`config.mk`:
```
export PLATFORM = sky130hd
export DESIGN_NAME = max_counter_task_scheduler_flat
export DESIGN_NICKNAME = d
export VERILOG_FILES = /design/src/hdl/mcts_pkg.sv /design/src/hdl/mcts_if.sv /design/src/hdl/mcts_ctrl.sv /design/src/hdl/mcts_datapath.sv /design/src/hdl/max_counter_task_scheduler.sv /design/src/flat_wrapper.sv
export SDC_FILE = /design/constraint.sdc
export NUM_CORES = 1
export LEC_CHECK = 0
export ABC_CLOCK_PERIOD_IN_PS = 9800
export BUFFER_PORTS_ARGS = -buffer_cell sky130_fd_sc_hd__buf_2
export CORE_MARGIN = 10
export CORE_UTILIZATION = 40
export DETAILED_ROUTE_END_ITERATION = 10
export HOLD_SLACK_MARGIN = 0.12
export PLACE_DENSITY = 0.62
export SLEW_MARGIN = 20
export SYNTH_ARGS = -nofsm -noshare
export SYNTH_HDL_FRONTEND = slang
export SYNTH_HIERARCHICAL = 1
export SYNTH_SLANG_ARGS = --single-unit
```
`constraint.sdc`:
```
create_clock -name clk_i -period 9.8 [get_ports clk_i]
set_input_delay 1.47 -clock clk_i [delete_from_list [all_inputs] [get_ports clk_i]]
set_output_delay 1.47 -clock clk_i [all_outputs]
set_load 0.1 [all_outputs]
```
`src/hdl/mcts_pkg.sv`:
```
`timescale 1ns / 1ps
`default_nettype none

package mcts_pkg;

  // Fixed field widths of the request and result transactions
  localparam int TASK_IDX_W = 6;
  localparam int CNT_W      = 9;
  localparam int PRI_W      = 8;

  // Request kinds
  localparam logic KIND_WRITE = 1'b0;
  localparam logic KIND_SCHED = 1'b1;

  // Which result the datapath builds when the controller asks for it
  typedef enum logic [1:0] {
    RES_WRITE,
    RES_IDLE,
    RES_SEL
  } res_kind_e;

  typedef struct packed {
    logic      wr_entry;    // load one table entry from the request
    logic      clear_cur;   // zero the current task's counter
    logic      pass_start;  // rewind the table pass and the running best
    logic      pass_run;    // issue the read of the next entry
    logic      rech_mode;   // the running pass recharges instead of scanning
    logic      out_load;    // move the result into the output register
    res_kind_e res_kind;
    logic      res_rech;
  } mcts_cmd_t;

  typedef struct packed {
    logic issue_last;  // the read of the last entry is being issued
    logic found;       // the scan saw at least one candidate
    logic best_zero;   // the best counter is zero
    logic out_free;    // the output register can take a result
  } mcts_status_t;

endpackage

`default_nettype wire

```
`src/hdl/mcts_if.sv`:
```
`timescale 1ns / 1ps
`default_nettype none

interface mcts_in_if;
  logic                                valid;
  logic                                ready;
  logic                                kind;
  logic [mcts_pkg::TASK_IDX_W-1:0]     task_index;
  logic                                present;
  logic                                ready_req;
  logic [mcts_pkg::CNT_W-1:0]          slice_count;
  logic [mcts_pkg::PRI_W-1:0]          weight;

  modport source (
    output valid, kind, task_index, present, ready_req, slice_count, weight,
    input  ready
  );
  modport sink (
    input  valid, kind, task_index, present, ready_req, slice_count, weight,
    output ready
  );
endinterface

interface mcts_out_if;
  logic                                valid;
  logic                                ready;
  logic [mcts_pkg::TASK_IDX_W-1:0]     next_task;
  logic                                switched;
  logic                                idle;
  logic                                recharged;

  modport source (
    output valid, next_task, switched, idle, recharged,
    input  ready
  );
  modport sink (
    input  valid, next_task, switched, idle, recharged,
    output ready
  );
endinterface

`default_nettype wire

```
`src/hdl/mcts_ctrl.sv`:
```
`timescale 1ns / 1ps
`default_nettype none

module mcts_ctrl (
  input  wire logic                  clk_i,
  input  wire logic                  rst_ni,
  input  wire logic                  in_valid_i,
  input  wire logic                  in_kind_i,
  output logic                       in_ready_o,
  input  wire mcts_pkg::mcts_status_t status_i,
  output mcts_pkg::mcts_cmd_t        cmd_o
);
  import mcts_pkg::*;

  typedef enum logic [2:0] {
    S_IDLE,
    S_SCAN,
    S_SCAN_WAIT,
    S_DECIDE,
    S_RECH,
    S_RECH_WAIT,
    S_RESULT
  } state_e;

  state_e    state_q, state_d;
  res_kind_e res_kind_q, res_kind_d;
  logic      rech_q, rech_d;
  logic      in_accept;

  assign in_ready_o = (state_q == S_IDLE);
  assign in_accept  = in_valid_i && in_ready_o;

  always_comb begin
    cmd_o          = '0;
    cmd_o.res_kind = res_kind_q;
    cmd_o.res_rech = rech_q;
    state_d        = state_q;
    res_kind_d     = res_kind_q;
    rech_d         = rech_q;
    unique case (state_q)
      S_IDLE: begin
        if (in_accept) begin
          rech_d = 1'b0;
          if (in_kind_i == KIND_WRITE) begin
            cmd_o.wr_entry = 1'b1;
            res_kind_d     = RES_WRITE;
            state_d        = S_RESULT;
          end else begin
            cmd_o.clear_cur  = 1'b1;
            cmd_o.pass_start = 1'b1;
            state_d          = S_SCAN;
          end
        end
      end
      S_SCAN: begin
        cmd_o.pass_run = 1'b1;
        if (status_i.issue_last) begin
          state_d = S_SCAN_WAIT;
        end
      end
      S_SCAN_WAIT: begin
        state_d = S_DECIDE;
      end
      S_DECIDE: begin
        priority if (!status_i.found) begin
          res_kind_d = RES_IDLE;
          state_d    = S_RESULT;
        end else if (!status_i.best_zero) begin
          res_kind_d = RES_SEL;
          state_d    = S_RESULT;
        end else if (!rech_q) begin
          rech_d           = 1'b1;
          cmd_o.pass_start = 1'b1;
          state_d          = S_RECH;
        end else begin
          // recharge left every candidate at zero: report idle, no retry
          res_kind_d = RES_IDLE;
          state_d    = S_RESULT;
        end
      end
      S_RECH: begin
        cmd_o.pass_run  = 1'b1;
        cmd_o.rech_mode = 1'b1;
        if (status_i.issue_last) begin
          state_d = S_RECH_WAIT;
        end
      end
      S_RECH_WAIT: begin
        cmd_o.pass_start = 1'b1;
        state_d          = S_SCAN;
      end
      S_RESULT: begin
        if (status_i.out_free) begin
          cmd_o.out_load = 1'b1;
          state_d        = S_IDLE;
        end
      end
      default: begin
        state_d = S_IDLE;
      end
    endcase
  end

  always_ff @(posedge clk_i or negedge rst_ni) begin
    if (!rst_ni) begin
      state_q    <= S_IDLE;
      res_kind_q <= RES_WRITE;
      rech_q     <= 1'b0;
    end else begin
      state_q    <= state_d;
      res_kind_q <= res_kind_d;
      rech_q     <= rech_d;
    end
  end

  a_rech_once: assert property (@(posedge clk_i) disable iff (!rst_ni)
    state_q == S_RECH |-> rech_q)
    else $error("recharge pass entered without the recharge mark");

  a_rech_from_decide: assert property (@(posedge clk_i) disable iff (!rst_ni)
    $rose(rech_q) |-> $past(state_q) == S_DECIDE)
    else $error("recharge mark set outside the decision step");

  a_accept_next: assert property (@(posedge clk_i) disable iff (!rst_ni)
    in_accept |=> state_q == S_SCAN || state_q == S_RESULT)
    else $error("accepted transaction did not start work");

endmodule

`default_nettype wire

```
`src/hdl/mcts_datapath.sv`:
```
`timescale 1ns / 1ps
`default_nettype none

module mcts_datapath #(
  parameter int TASK_SLOTS = 64
) (
  input  wire logic                            clk_i,
  input  wire logic                            rst_ni,
  input  wire mcts_pkg::mcts_cmd_t             cmd_i,
  output mcts_pkg::mcts_status_t               status_o,
  input  wire logic [mcts_pkg::TASK_IDX_W-1:0] task_index_i,
  input  wire logic                            present_i,
  input  wire logic                            ready_req_i,
  input  wire logic [mcts_pkg::CNT_W-1:0]      slice_count_i,
  input  wire logic [mcts_pkg::PRI_W-1:0]      weight_i,
  output logic                                 out_valid_o,
  input  wire logic                            out_ready_i,
  output logic [mcts_pkg::TASK_IDX_W-1:0]      next_task_o,
  output logic                                 switched_o,
  output logic                                 idle_o,
  output logic                                 recharged_o
);
  import mcts_pkg::*;

  localparam int IDX_W = $clog2(TASK_SLOTS);

  // Counter and priority stores; an entry whose valid bit is clear reads as its reset value
  logic [CNT_W-1:0] cnt_mem [TASK_SLOTS];
  logic [PRI_W-1:0] pri_mem [TASK_SLOTS];

  logic [TASK_SLOTS-1:0] cnt_vld_q, cnt_vld_d;
  logic [TASK_SLOTS-1:0] pri_vld_q, pri_vld_d;
  logic [TASK_SLOTS-1:0] present_q, present_d;
  logic [TASK_SLOTS-1:0] ready_q, ready_d;

  logic [IDX_W-1:0] cur_q, cur_d;
  logic [IDX_W-1:0] idx_q, idx_d;
  logic [IDX_W-1:0] ev_idx_q;
  logic             ev_vld_q, ev_rech_q;
  logic             ev_cvld_q, ev_pvld_q;
  logic [CNT_W-1:0] cnt_rd_q;
  logic [PRI_W-1:0] pri_rd_q;

  logic             found_q, found_d;
  logic [IDX_W-1:0] best_idx_q, best_idx_d;
  logic [CNT_W-1:0] best_cnt_q, best_cnt_d;

  logic                  out_valid_q, out_valid_d;
  logic [TASK_IDX_W-1:0] out_next_q, out_next_d;
  logic                  out_switched_q, out_switched_d;
  logic                  out_idle_q, out_idle_d;
  logic                  out_rech_q, out_rech_d;

  logic             wr_in_range;
  logic [IDX_W-1:0] wr_addr;
  logic [CNT_W-1:0] cnt_val, rech_val;
  logic [PRI_W-1:0] pri_val;
  logic             ev_cand, ev_scan, ev_write;
  logic             cnt_we, pri_we;
  logic [IDX_W-1:0] cnt_wa;
  logic [CNT_W-1:0] cnt_wd;

  assign wr_in_range = int'(task_index_i) < TASK_SLOTS;
  assign wr_addr     = IDX_W'(task_index_i);

  assign cnt_val  = ev_cvld_q ? cnt_rd_q : '0;
  assign pri_val  = ev_pvld_q ? pri_rd_q : ((ev_idx_q == '0) ? PRI_W'(1) : '0);
  assign rech_val = CNT_W'(cnt_val >> 1) + CNT_W'(pri_val);
  assign ev_cand  = present_q[ev_idx_q] && ready_q[ev_idx_q];
  assign ev_scan  = ev_vld_q && !ev_rech_q && ev_cand;
  assign ev_write = ev_vld_q && ev_rech_q && present_q[ev_idx_q];

  assign pri_we = cmd_i.wr_entry && wr_in_range;

  // One write port on the counter store, shared by entry loads and recharge
  always_comb begin
    cnt_we = 1'b0;
    cnt_wa = ev_idx_q;
    cnt_wd = rech_val;
    if (cmd_i.wr_entry && wr_in_range) begin
      cnt_we = 1'b1;
      cnt_wa = wr_addr;
      cnt_wd = slice_count_i;
    end else if (ev_write) begin
      cnt_we = 1'b1;
    end
  end

  always_comb begin
    cnt_vld_d = cnt_vld_q;
    pri_vld_d = pri_vld_q;
    present_d = present_q;
    ready_d   = ready_q;
    if (cnt_we) begin
      cnt_vld_d[cnt_wa] = 1'b1;
    end
    if (pri_we) begin
      pri_vld_d[wr_addr] = 1'b1;
      present_d[wr_addr] = present_i;
      ready_d[wr_addr]   = ready_req_i;
    end
    if (cmd_i.clear_cur) begin
      cnt_vld_d[cur_q] = 1'b0;
    end
  end

  always_comb begin
    idx_d      = idx_q;
    found_d    = found_q || ev_scan;
    best_idx_d = best_idx_q;
    best_cnt_d = best_cnt_q;
    if (ev_scan && (!found_q || cnt_val > best_cnt_q)) begin
      best_idx_d = ev_idx_q;
      best_cnt_d = cnt_val;
    end
    if (cmd_i.pass_run) begin
      idx_d = idx_q + IDX_W'(1);
    end
    if (cmd_i.pass_start) begin
      idx_d      = '0;
      found_d    = 1'b0;
      best_idx_d = '0;
      best_cnt_d = '0;
    end
  end

  always_comb begin
    out_valid_d    = out_valid_q && !out_ready_i;
    out_next_d     = out_next_q;
    out_switched_d = out_switched_q;
    out_idle_d     = out_idle_q;
    out_rech_d     = out_rech_q;
    cur_d          = cur_q;
    if (cmd_i.out_load) begin
      out_valid_d    = 1'b1;
      out_next_d     = TASK_IDX_W'(cur_q);
      out_switched_d = 1'b0;
      out_idle_d     = 1'b0;
      out_rech_d     = cmd_i.res_rech;
      unique case (cmd_i.res_kind)
        RES_WRITE: begin
          out_rech_d = 1'b0;
        end
        RES_IDLE: begin
          out_idle_d = 1'b1;
        end
        RES_SEL: begin
          out_next_d     = TASK_IDX_W'(best_idx_q);
          out_switched_d = (best_idx_q != cur_q);
          cur_d          = best_idx_q;
        end
        default: begin
          out_idle_d = 1'b1;
        end
      endcase
    end
  end

  always_ff @(posedge clk_i or negedge rst_ni) begin
    if (!rst_ni) begin
      cnt_vld_q   <= '0;
      pri_vld_q   <= '0;
      present_q   <= TASK_SLOTS'(1);
      ready_q     <= TASK_SLOTS'(1);
      cur_q       <= '0;
      idx_q       <= '0;
      ev_vld_q    <= 1'b0;
      ev_rech_q   <= 1'b0;
      ev_idx_q    <= '0;
      ev_cvld_q   <= 1'b0;
      ev_pvld_q   <= 1'b0;
      found_q     <= 1'b0;
      best_idx_q  <= '0;
      best_cnt_q  <= '0;
      out_valid_q <= 1'b0;
    end else begin
      cnt_vld_q   <= cnt_vld_d;
      pri_vld_q   <= pri_vld_d;
      present_q   <= present_d;
      ready_q     <= ready_d;
      cur_q       <= cur_d;
      idx_q       <= idx_d;
      ev_vld_q    <= cmd_i.pass_run;
      ev_rech_q   <= cmd_i.rech_mode;
      ev_idx_q    <= idx_q;
      ev_cvld_q   <= cnt_vld_q[idx_q];
      ev_pvld_q   <= pri_vld_q[idx_q];
      found_q     <= found_d;
      best_idx_q  <= best_idx_d;
      best_cnt_q  <= best_cnt_d;
      out_valid_q <= out_valid_d;
    end
  end

  always_ff @(posedge clk_i) begin
    out_next_q     <= out_next_d;
    out_switched_q <= out_switched_d;
    out_idle_q     <= out_idle_d;
    out_rech_q     <= out_rech_d;
  end

  always_ff @(posedge clk_i) begin
    if (cnt_we) begin
      cnt_mem[cnt_wa] <= cnt_wd;
    end
    if (pri_we) begin
      pri_mem[wr_addr] <= weight_i;
    end
    if (cmd_i.pass_run) begin
      cnt_rd_q <= cnt_mem[idx_q];
      pri_rd_q <= pri_mem[idx_q];
    end
  end

  assign status_o.issue_last = (idx_q == IDX_W'(TASK_SLOTS - 1));
  assign status_o.found      = found_q;
  assign status_o.best_zero  = (best_cnt_q == '0);
  assign status_o.out_free   = !out_valid_q || out_ready_i;

  assign out_valid_o = out_valid_q;
  assign next_task_o = out_next_q;
  assign switched_o  = out_switched_q;
  assign idle_o      = out_idle_q;
  assign recharged_o = out_rech_q;

  a_sel_nonzero: assert property (@(posedge clk_i) disable iff (!rst_ni)
    cmd_i.out_load && cmd_i.res_kind == RES_SEL |-> found_q && best_cnt_q != '0)
    else $error("selected a task without a nonzero counter");

  a_write_quiet: assert property (@(posedge clk_i) disable iff (!rst_ni)
    cmd_i.wr_entry |-> !ev_vld_q)
    else $error("entry load collided with a table pass");

  a_idle_no_switch: assert property (@(posedge clk_i) disable iff (!rst_ni)
    out_valid_q && out_idle_q |-> !out_switched_q)
    else $error("idle result reports a task switch");

endmodule

`default_nettype wire

```
`src/hdl/max_counter_task_scheduler.sv`:
```
// Counter-based task scheduler.
// Request channel (req_i): kind 0 loads one table entry (present, ready,
// counter, priority) at task_index; indexes beyond the table are ignored.
// kind 1 asks for a scheduling decision: the current task's counter is
// zeroed, then the present, ready task with the largest counter wins,
// lowest index on ties; none gives idle. If all their counters are zero,
// present entries are recharged to counter/2 + priority and the table is
// scanned again, and idle is reported if they are still zero.
// Result channel (rsp_o): one transaction per request with next_task,
// switched, idle and recharged. One request is handled at a time.
// A load goes via the result state to the output register; a decision
// runs a scan pass, a wait state and the decision step; a needed recharge
// adds a recharge pass and its wait, then scan, wait and decision again.
// The next request is taken in the cycle after the result is loaded. Each
// pass reads one entry per cycle from the counter store's single read port.
// Reset leaves entry 0 present and ready with priority one, every other
// entry empty, all counters zero and task 0 current; no clearing pass.
// A stalled receiver holds the result in the output register; the block
// still takes one more request and works on it, then holds that request's
// result until the register has been freed.
`timescale 1ns / 1ps
`default_nettype none

module max_counter_task_scheduler #(
  parameter int TASK_SLOTS = 64
) (
  input  wire logic   clk_i,
  input  wire logic   rst_ni,
  mcts_in_if.sink     req_i,
  mcts_out_if.source  rsp_o
);
  import mcts_pkg::*;

  mcts_cmd_t    cmd;
  mcts_status_t status;

  mcts_ctrl u_ctrl (
    .clk_i      (clk_i),
    .rst_ni     (rst_ni),
    .in_valid_i (req_i.valid),
    .in_kind_i  (req_i.kind),
    .in_ready_o (req_i.ready),
    .status_i   (status),
    .cmd_o      (cmd)
  );

  mcts_datapath #(
    .TASK_SLOTS (TASK_SLOTS)
  ) u_datapath (
    .clk_i         (clk_i),
    .rst_ni        (rst_ni),
    .cmd_i         (cmd),
    .status_o      (status),
    .task_index_i  (req_i.task_index),
    .present_i     (req_i.present),
    .ready_req_i   (req_i.ready_req),
    .slice_count_i (req_i.slice_count),
    .weight_i      (req_i.weight),
    .out_valid_o   (rsp_o.valid),
    .out_ready_i   (rsp_o.ready),
    .next_task_o   (rsp_o.next_task),
    .switched_o    (rsp_o.switched),
    .idle_o        (rsp_o.idle),
    .recharged_o   (rsp_o.recharged)
  );

endmodule

`default_nettype wire

```
`src/flat_wrapper.sv`:
```
// flat-port wrapper written by rule: the top's interface ports become plain ports
module max_counter_task_scheduler_flat import mcts_pkg::*;
#(
  parameter int TASK_SLOTS = 64
)
  (clk_i, rst_ni, req_i_valid, req_i_kind, req_i_task_index, req_i_present, req_i_ready_req, req_i_slice_count, req_i_weight, req_i_ready, rsp_o_valid, rsp_o_next_task, rsp_o_switched, rsp_o_idle, rsp_o_recharged, rsp_o_ready);
  mcts_in_if req_i_i ();
  mcts_out_if rsp_o_i ();
  input  wire logic clk_i;
  input  wire logic rst_ni;
  input wire logic [$bits(req_i_i.valid)-1:0] req_i_valid;
  input wire logic [$bits(req_i_i.kind)-1:0] req_i_kind;
  input wire logic [$bits(req_i_i.task_index)-1:0] req_i_task_index;
  input wire logic [$bits(req_i_i.present)-1:0] req_i_present;
  input wire logic [$bits(req_i_i.ready_req)-1:0] req_i_ready_req;
  input wire logic [$bits(req_i_i.slice_count)-1:0] req_i_slice_count;
  input wire logic [$bits(req_i_i.weight)-1:0] req_i_weight;
  output wire logic [$bits(req_i_i.ready)-1:0] req_i_ready;
  output wire logic [$bits(rsp_o_i.valid)-1:0] rsp_o_valid;
  output wire logic [$bits(rsp_o_i.next_task)-1:0] rsp_o_next_task;
  output wire logic [$bits(rsp_o_i.switched)-1:0] rsp_o_switched;
  output wire logic [$bits(rsp_o_i.idle)-1:0] rsp_o_idle;
  output wire logic [$bits(rsp_o_i.recharged)-1:0] rsp_o_recharged;
  input wire logic [$bits(rsp_o_i.ready)-1:0] rsp_o_ready;
  assign req_i_i.valid = req_i_valid;
  assign req_i_i.kind = req_i_kind;
  assign req_i_i.task_index = req_i_task_index;
  assign req_i_i.present = req_i_present;
  assign req_i_i.ready_req = req_i_ready_req;
  assign req_i_i.slice_count = req_i_slice_count;
  assign req_i_i.weight = req_i_weight;
  assign req_i_ready = req_i_i.ready;
  assign rsp_o_valid = rsp_o_i.valid;
  assign rsp_o_next_task = rsp_o_i.next_task;
  assign rsp_o_switched = rsp_o_i.switched;
  assign rsp_o_idle = rsp_o_i.idle;
  assign rsp_o_recharged = rsp_o_i.recharged;
  assign rsp_o_i.ready = rsp_o_ready;
  max_counter_task_scheduler #(.TASK_SLOTS(TASK_SLOTS)) u_core (.clk_i(clk_i), .rst_ni(rst_ni), .req_i(req_i_i), .rsp_o(rsp_o_i));
endmodule
```
; Word level (Yosys, flattened, before mapping)
; Memories as Yosys holds them, arrays and structs flattened. A register that Yosys moved wholly into a read port is not among the register bits.
; Index checks and enable logic that the tools add are counted.
[op_classes]
div_mod_pow = 0
bitwise_logic = 4
n_addsub = 2
eq_ne = 17
mux = 70
n_mul = 0
n_lt_le_gt_ge = 9
reduce_logical = 30
shift = 0
[op_table]
columns = op, count
row1 = $bwmux 64, 2
row2 = $mux 64, 2
row3 = $or 64x64->64, 2
row4 = $and 64x64->64, 1
row5 = $not 64->64, 1
row6 = $mux 6, 6
row7 = $mux 9, 4
row8 = $lt 6x7->1 const B, 5
row9 = $mux 1, 28
row10 = $bmux 1 s6, 4
row11 = $mux 3, 8
row12 = $pmux 3 s7, 1
row13 = $demux 1 s6, 3
row14 = $ge 6x1->1 const B, 3
row15 = $mux 2, 8
row16 = $reduce_and 4->1, 3
row17 = $logic_and 1x1->1, 11
row18 = $add 8x8->9, 1
row19 = $eq 3x3->1 const B, 3
row20 = $gt 9x9->1, 1
row21 = $logic_not 9->1, 1
row22 = $mux 8, 1
row23 = $ne 2x1->1 const B, 4
row24 = $add 6x1->6 const B, 1
row25 = 17 further kinds, 28
[totals]
mem_count = 2
rom_bits = 0
out_inout_bits = 11
word_cells = 156
ram_bits = 1088
input_bits = 30
latchBits = 0
reg_bits = 310
[mem_list]
columns = name, depth, word_bits, read_ports, rd_clocked_by_memory_dff, wr, line
row1 = u_core.u_datapath.cnt_mem, 64, 9, 1, 1, 1, mcts_datapath.sv:28  ; logic [CNT_W-1:0] cnt_mem [TASK_SLOTS];
row2 = u_core.u_datapath.pri_mem, 64, 8, 1, 1, 1, mcts_datapath.sv:29  ; logic [PRI_W-1:0] pri_mem [TASK_SLOTS];

; Longest topological paths before layout
; Gate-level depths: netlist (run 1).
[depth]
depth_word = 13
ltp_mapped = 15
depth_no_buf = 11

; Cells and area by module
; Netlist (run 1), hierarchy kept.
[modules_own_cells]
columns = module, area_each_um2, cells_per_inst, n_inst, seq_area_each_um2
row1 = mcts_datapath, 56645.6, 2829, 1, 40836.7
row2 = mcts_ctrl, 467.9, 53, 1, 150.1

; Least setup slack after synthesis (run 1)
; No wires, ideal clock.
[synth_path]
kind = input -> register
start = in req_i_valid
end = mem u_core.u_datapath.cnt_mem[0][7] (data pin)
cell_stages = 7
setup_time_ns = 1.008
setup_slack_ns = 2.240
required_time_ns = 8.792
t_arrival_ns = 6.551
path_buffers = 3
cell_sequence = or4b_4 nor2_1 buf_2 buf_2 clkbuf_1 nand2b_1 o311ai_0
[synth_lines]
columns = item, line
row1 = "start, declared", flat_wrapper.sv:11  ; input wire logic [$bits(req_i_i.valid)-1:0] req_i_valid;
row2 = "end, declared", mcts_datapath.sv:28

==> results.txt, run 1 <==
----------------------------------------------------
[Run status]
  Outcome ... finished, final reports clean

[Timing]
  Crit share post-route ... 51.1%
  Worst Setup Slack, final ... 4790 ps
  Min Clock Period, post-route ... 5010 ps
  RSZ-0062 raised after global routing ... false
  Worst max-slew margin expressed relative to the limit ... 22.4%
  Sum Neg Setup Slack ... 0 ps
  Fmax ... 200 MHz
  Count of final setup violators ... 0
  Count of pins over their slew limit ... 0
  Hold violation count in the final report ... 0
  Fin Clk Skew ... 25.8 ps
  Measured slew at the worst slew-check pin ... 1160 ps

[Global route]
  Total Routing Usage GR ... 18.2%
  GRT Residual Overflow ... 0
  Via count of the first global-routing pass ... 29.7k
  First-pass GRT wire length ... 212 mm
  Number of antenna violations at the first check in global routing ... 10
  Maximum number of pins on one net before global-route repair ... 160

[Critical path]
  Cell repeated most along the worst path ... mux2_2
  Worst-case reg-to-reg path depth ... 9
  Critical path launch point type ... input port
  Critical path capture point type ... register
  Largest driver fanout on the critical path ... 38
  Data arrival time of the critical path ... 5670 ps
  Ordered list of cells on the worst path ... buf_2, or4b_4, nor2_4, mux2_2, nand2_1, nor2_1, mux2_2
  WS Path Type ... in -> reg
  Endpoint required time on the critical path ... 10460 ps
  Longest individual stage delay on the worst path ... 950 ps
  Worst-path cell with the longest stage delay ... nor2_1

[Clock network]
  Number of buffers inserted to repair setup after CTS ... 0
  Worst-path clk slew ... 60 ps
  Longest Clk Path Bufs ... 3
  Htree depth ... 4
  Cts-stage hold buffer count ... 0
  TritonCTS buffer count ... 149
  Post-CTS sizing ... 0
  CTS tree ... done
  Clock Latency Late Sink ... 790 ps
  Number of clock sinks ... 1415
  Buffer type at the clock tree root ... clkbuf_16

[Final layout]
  Fraction of the core area covered by cells at the end of the flow ... 45.5%
  Relative area change from synthesis to final layout ... 12.9%
  FF+latch area ... 0.0410 mm²
  Filler cell count ... 11.8k
  Multi-input logic area ... 0.0155 mm²
  Number of non-filler instances in the completed layout ... 4983
  Final nets ... 3015
  Layout cell share with drive strength beyond 1 ... 32.3%

[Logic synthesis]
  Cell types with the largest area share after synthesis ... edfxtp_1, mux4_2, dfrtp_1
  Post-synth top cells ... edfxtp_1, mux4_2, dfrtp_1, nor2_1, mux2_2
  Number of standard cells after synthesis ... 2882
  Count of cell types in the netlist ... 69
  Proportion of synthesized flip-flops having asynchronous set or reset ... 21.3%
  Largest area contributor in the synthesized netlist ... edfxtp_1
  Synth Cell Area ... 0.0571 mm²
  Most common cell in the netlist ... edfxtp_1
  Share of Yosys cell area claimed by the top area cell type ... 58.6%
  Synth Flop Type ... edfxtp_1
  Sequential fraction of the synthesis area ... 71.8%
  Register bit total from synthesis ... 1415
  Syn Area/Cell ... 19.8 µm²
  Syn. warnings ... 6
  Number of synthesized flops with an enable pin ... 1114
  Synthesized net count ... 2929

[Placed design]
  Routability cong. ... 0.900
  Minimum setup slack after placement ... 4010 ps
  IO buf count ... 40
  DP Wirelength ... 90.7 mm
  Number of placed instances with taps included ... 4706

[Floorplan]
  Row cnt ... 138
  Area enclosed by the die boundary ... 0.158 mm²
  Starting density of the core ... 40.3%
  Die height ... 398 µm
  Core Box Area ... 0.142 mm²
  Boundary pin count ... 41
  Width of the die ... 398 µm

[Pwr]
  Power per cell area ... 268 mW/mm²
  Leakage power of the design ... 0.0220 µW
  Max VDD drop ... 217 µV

[Route]
  Number of DRC violations after detailed routing ... 0
  Total iterations of the first detailed-routing run ... 6
  Count of routing violations after the opening detailed-route iteration ... 3121
  Post-detailed-route via-to-cell ratio ... 5.84
  Via total after detailed routing ... 29.1k
  Post-Route WL ... 144 mm
  Number of nets with antenna violations after routing ... 0
  Routed length per instance ... 28.9 µm

[Worst hold path]
  Cells on Worst Hold Path ... 1
  Path category of the worst min-delay check ... reg -> reg

[Job]
  MaxCap Viol Count ... 0

----------------------------------------------------
-- area by class of cell --
| class | instances | share of cell area, % |
|---|---|---|
| well taps | 1890 | 3.67 |
| multi-input cells | 1280 | 24.1 |
| diodes | 1 | 0.00388 |
| flip-flops and latches | 1415 | 63.6 |
| inverters | 26 | 0.151 |
| clock buffers | 207 | 6.35 |
| clock inverters | 68 | 1.05 |
| repair buffers | 96 | 1.09 |
-- flip-flops by register name, indices dropped and copies added (netlist names), 6 cells and up --
| register | cells |
|---|---|
| u_core/u_datapath/cnt_mem | 576 |
| u_core/u_datapath/next_task_o | 6 |
| u_core/u_datapath/pri_vld_q | 64 |
| u_core/u_datapath/best_idx_q | 6 |
| u_core/u_datapath/ready_q | 64 |
| u_core/u_datapath/ev_idx_q | 6 |
| u_core/u_datapath/cur_q | 6 |
| u_core/u_datapath/pri_rd_q | 8 |
| u_core/u_datapath/pri_mem | 512 |
| u_core/u_datapath/idx_q | 6 |
| u_core/u_datapath/cnt_rd_q | 9 |
| u_core/u_datapath/present_q | 64 |
| u_core/u_datapath/best_cnt_q | 9 |
| u_core/u_datapath/cnt_vld_q | 64 |
-- cell usage in the layout, fill, tap and decap left out, drive strengths merged, types with 6 or more instances in the layout --
master / count
edfxtp: 1114
mux4: 420
dfrtp: 299
clkbuf: 207
nor2: 187
mux2: 141
buf: 96
nand2: 67
or2: 60
clkinv: 51
a2bb2oi: 45
a21oi: 38
o21ai: 36
inv: 32
nand3: 30
mux2i: 28
nor3: 25
nand2b: 22
and2: 18
o22ai: 16
ha: 16
nor2b: 15
nand4: 10
xnor2: 10
nand3b: 8
a22oi: 8
bufinv: 7
xor2: 6
nor3b: 6
or3b: 6
-- logic make-up after synthesis --
logic type	count (synthesis)	share of synthesized area, %
AOI/OAI and AO/OA	184	2.27
xor gates and xnor gates	16	0.245
adders and majority gates	17	0.386
buffers and inverters	187	1.40
DFF	1415	71.8
muxes	589	19.8
and+or+nand+nor	474	4.10
-- stage by stage --
stage	total power [µW]	area [µm²]	hold WS, ps
floorplan	10400	57100	352
finish	17300	64500	461
global placement	11900	59600	444
detailed placement	12000	59600	447
CTS	17500	64400	460
global route	17900	64500	473
-- path summary, 6_finish.rpt --
kind / from / endpoint / slack, ps
max: req_i_valid / u_core/u_datapath/ready_q[31] / 4790
min: u_core/u_datapath/pri_vld_q[5] / u_core/u_datapath/pri_vld_q[5] / 460
max reg2reg: u_core/u_datapath/ev_idx_q[1] / u_core/u_datapath/cnt_mem[49][0] / 4940
min reg2reg: u_core/u_datapath/pri_vld_q[5] / u_core/u_datapath/pri_vld_q[5] / 460
max in group asynchronous: rst_ni / u_core/u_datapath/pri_vld_q[14] / 7120
min in group asynchronous: rst_ni / u_core/u_datapath/pri_vld_q[60] / 650
-- routing by layer --
metal | wire (µm) | up-vias | track usage [%]
met3 | 10900 | 218 | 4.01
li1 | - | 11900 | -
met4 | 4060 | 16 | 5.93
met1 | 60600 | 15700 | 25.3
met5 | 108 | - | 0
met2 | 68400 | 1212 | 28.4
-- critical path, delay by kind of cell --
kind                   cells  cell delay, ps
buffers and inverters      1             140
multiplexers               2            1070
AND/OR/NAND/NOR            4            2950
-- power breakdown --
group / internal, µW / leakage, µW / switching (µW)
clock network: 3130 / 0.00232 / 2350
logic: 1850 / 0.00542 / 2550
registers: 7140 / 0.0142 / 296
No activity file was read; power rests on OpenSTA's default activity.
==> inputs of run 2 (changes only) <==
ABC_CLOCK_PERIOD_IN_PS = 4100   (was 9800)
PLACE_DENSITY = 0.64   (was 0.62)
clock period = 4.1 ns   (was 9.8 ns; I/O delays follow)
==> results.txt, run 2 (synthesized netlist as in run 1, its figures left out) <==
----------------------------------------------------
[Critical path]
  CP top delay family ... simple AND/OR/NAND/NOR gates (unchanged)
  R2r endpoint ... u_core/u_datapath/cnt_mem[3][8] (was u_core/u_datapath/cnt_mem[49][0])
  WS Path Type ... reg -> reg (was in -> reg)
  Buffer and inverter count on the worst path ... 0 (was 1)
  Worst-path cell with the longest stage delay ... mux2i_1 (was nor2_1)
  Ordered list of cells on the worst path ... or4b_4, nor2_4, mux2i_1, nand2_1, nor2_1 (was buf_2, or4b_4, nor2_4, mux2_2, nand2_1, nor2_1, mux2_2)
  Critical path launch point type ... register (was input port)
  Critical path capture point type ... register (unchanged)
  Endpoint required time on the critical path ... 4480 ps (was 10460 ps)
  Largest driver fanout on the critical path ... 18 (was 38)
  Data arrival time of the critical path ... 4000 ps (was 5670 ps)
  Worst-case reg-to-reg path depth ... 5 (was 9)
  Startpoint of the most critical register-to-register path ... u_core/u_ctrl/state_q[2] (was u_core/u_datapath/ev_idx_q[1])
  Longest individual stage delay on the worst path ... 800 ps (was 950 ps)
  Worst setup slack for register-to-register paths ... 480 ps (was 4940 ps)

[Clock network]
  Worst-path clk slew ... 60 ps (about the same)
  Htree depth ... 4 (unchanged)
  Buffer type at the clock tree root ... clkbuf_16 (unchanged)
  Longest Clk Path Bufs ... 3 (unchanged)
  Number of clock sinks ... 1415 (unchanged)
  Clock Latency Late Sink ... 780 ps (was 790 ps)
  CTS tree ... done (unchanged)
  Post-CTS sizing ... 0 (unchanged)
  TritonCTS buffer count ... 144 (was 149)

[Timing]
  RSZ-0062 raised after global routing ... false (unchanged)
  Count of final setup violators ... 0 (unchanged)
  Hold violation count in the final report ... 0 (unchanged)
  Worst max-slew margin expressed relative to the limit ... 21.5% (was 22.4%)
  Measured slew at the worst slew-check pin ... 1170 ps (was 1160 ps)
  Fin Clk Skew ... 38.7 ps (was 25.8 ps)
  Count of pins over their slew limit ... 0 (unchanged)
  Min Clock Period, post-route ... 3620 ps
  Fmax ... 276 MHz
  Crit share post-route ... 88.3%

[Floorplan]
  Width of the die ... 398 µm (unchanged)
  Row cnt ... 138 (unchanged)
  Area enclosed by the die boundary ... 0.158 mm² (unchanged)
  Boundary pin count ... 41 (unchanged)
  Die height ... 398 µm (unchanged)
  Starting density of the core ... 40.3% (unchanged)
  Core Box Area ... 0.142 mm² (unchanged)

[Route]
  Post-detailed-route via-to-cell ratio ... 5.67 (was 5.84)
  Via total after detailed routing ... 29.0k (was 29.1k)
  Number of nets with antenna violations after routing ... 0 (unchanged)
  Post-Route WL ... 138 mm (was 144 mm)
  Number of DRC violations after detailed routing ... 0 (unchanged)
  Count of routing violations after the opening detailed-route iteration ... 2784 (was 3121)
  Total iterations of the first detailed-routing run ... 5 (was 6)
  Routed length per instance ... 27.1 µm (was 28.9 µm)

[Final layout]
  FF+latch area ... 0.0410 mm² (about the same)
  Fraction of the core area covered by cells at the end of the flow ... 46.2% (was 45.5%)
  Filler cell count ... 11.8k (about the same)
  Most common cell after layout, fill and taps aside ... edfxtp_1 (unchanged)
  Flip-flop count of the largest register after layout ... 576 (unchanged)
  Layout cell share with drive strength beyond 1 ... 33.5% (was 32.3%)
  Register ranked first by flip-flop count ... u_core/u_datapath/cnt_mem (unchanged)
  Relative area change from synthesis to final layout ... 14.7% (was 12.9%)
  Top Registers ... u_core/u_datapath/cnt_mem x576, u_core/u_datapath/pri_mem x512 (unchanged)
  Number of non-filler instances in the completed layout ... 5107 (was 4983)
  Multi-input logic area ... 0.0154 mm² (was 0.0155 mm²)
  Top library cells by usage in the layout, fill and taps aside ... edfxtp_1, mux4_2, dfrtp_1, nor2_1, buf_4 (was edfxtp_1, mux4_2, dfrtp_1, clkbuf_16, nor2_1)
  Final nets ... 3142 (was 3015)

[Pwr]
  Cell-internal power ... 29300 µW (was 12100 µW)
  Max VDD drop ... 565 µV (was 217 µV)
  Switching power of the nets ... 12100 µW (was 5190 µW)
  Comb pwr share ... 26.2% (was 25.4%)
  Fraction of power spent switching nets ... 29.3% (was 30.0%)
  Power per cell area ... 633 mW/mm² (was 268 mW/mm²)
  Leakage power of the design ... 0.0227 µW (was 0.0220 µW)
  Fraction of power consumed by sequential logic ... 42.3% (was 42.9%)
  Part of the total power dissipated in the clock network ... 31.5% (was 31.7%)

[Run status]
  Outcome ... finished, final reports clean (unchanged)

[Global route]
  Maximum number of pins on one net before global-route repair ... 101 (was 160)
  Layer with the highest usage after global routing ... met2 (unchanged)
  Global routing met2 resource utilization ... 26.3% (was 28.4%)
  Met3 capacity usage during global routing ... 4.19% (was 4.01%)
  First-pass GRT wire length ... 206 mm (was 212 mm)
  Total Routing Usage GR ... 17.5% (was 18.2%)
  GRT Residual Overflow ... 0 (unchanged)
  Met1 layer usage reported by global route ... 25.2% (was 25.3%)
  Number of antenna violations at the first check in global routing ... 15 (was 10)
  Via count of the first global-routing pass ... 29.2k (was 29.7k)

[Job]
  MaxCap Viol Count ... 0 (unchanged)

[Worst hold path]
  Path category of the worst min-delay check ... in -> reg (was reg -> reg)
  Cells on Worst Hold Path ... 3 (was 1)
  Hold EP ... u_core/u_ctrl/state_q[0] (was u_core/u_datapath/pri_vld_q[5])
  Hold Path Origin ... req_i_valid (was u_core/u_datapath/pri_vld_q[5])

[Placed design]
  DP Wirelength ... 89.5 mm (was 90.7 mm)
  IO buf count ... 40 (unchanged)
  Number of placed instances with taps included ... 4838 (was 4706)
  Routability cong. ... 0.888 (was 0.900)

----------------------------------------------------
[run 2: worst max path at each step]
stage	from	to	slack, ps	depth (start not counted)
4_1_cts	u_core/u_datapath/ev_idx_q[1]	u_core/u_datapath/cnt_mem[48][8]	550	12
2_1_floorplan	u_core/u_datapath/ev_idx_q[2]	u_core/u_datapath/cnt_mem[0][7]	-340	12
3_3_place_gp	req_i_valid	u_core/u_datapath/cnt_mem[19][8]	270	6
5_1_grt	u_core/u_ctrl/state_q[2]	u_core/u_datapath/cnt_mem[3][8]	310	5
6_report	u_core/u_ctrl/state_q[2]	u_core/u_datapath/cnt_mem[3][8]	480	5
3_5_place_dp	req_i_valid	u_core/u_datapath/cnt_mem[3][4]	250	6
[run 2: power by group through the flow]
stage               Clock, µW  Sequential [µW]  Combinational (µW)
detailed placement          0            17800               11000
global placement            0            17800               10900
global route            13900            17600               11500
CTS                     13400            17500               11000
floorplan                   0            17600                7130
finish                  13100            17500               10900
[run 2: layer usage]
| metal | part of all wire (%) | up-vias |
|---|---|---|
| met4 | 2.5 | 18 |
| met2 | 46 | 1057 |
| met3 | 7.8 | 215 |
| met5 | 0.092 | - |
| li1 | - | 12100 |
| met1 | 43 | 15500 |
[run 2: repair_timing]
action / CTS / global route
setup endpoints to repair: 0 / 0
buffers inserted: 0 / 0
endpoints found under the hold margin: 74 / 0
hold buffers: 1 / 0
[run 2: area by class of cell]
cell class                 count  share of cell area, %
tap                         1890                   3.61
sequential                  1415                   62.6
multi-input combinational   1280                   23.6
antenna                        1                0.00382
clock buffer                 198                   6.01
clock inverter                69                   1.16
inverter                      26                  0.149
timing repair buffer         228                   2.93
[run 2: per-stage QoR]
stage / power (µW) / setup slack, ps / hold slack, ps / area [µm²] / TNS [ps]
finish: 41500 / 480 / 257 / 65500 / 0
global route: 43000 / 315 / 240 / 65500 / 0
CTS: 41900 / 547 / 173 / 65500 / 0
detailed placement: 28800 / 247 / 447 / 60800 / 0
global placement: 28700 / 271 / 445 / 60800 / 0
floorplan: 24700 / -341 / 319 / 57100 / -21840
[run 2: worst reg2reg max path: stages, from the launching register on]
cell     delay (ps)
dfrtp_1         380
or4b_4          580
nor2_4          340
mux2i_1         800
nand2_1         340
nor2_1          800
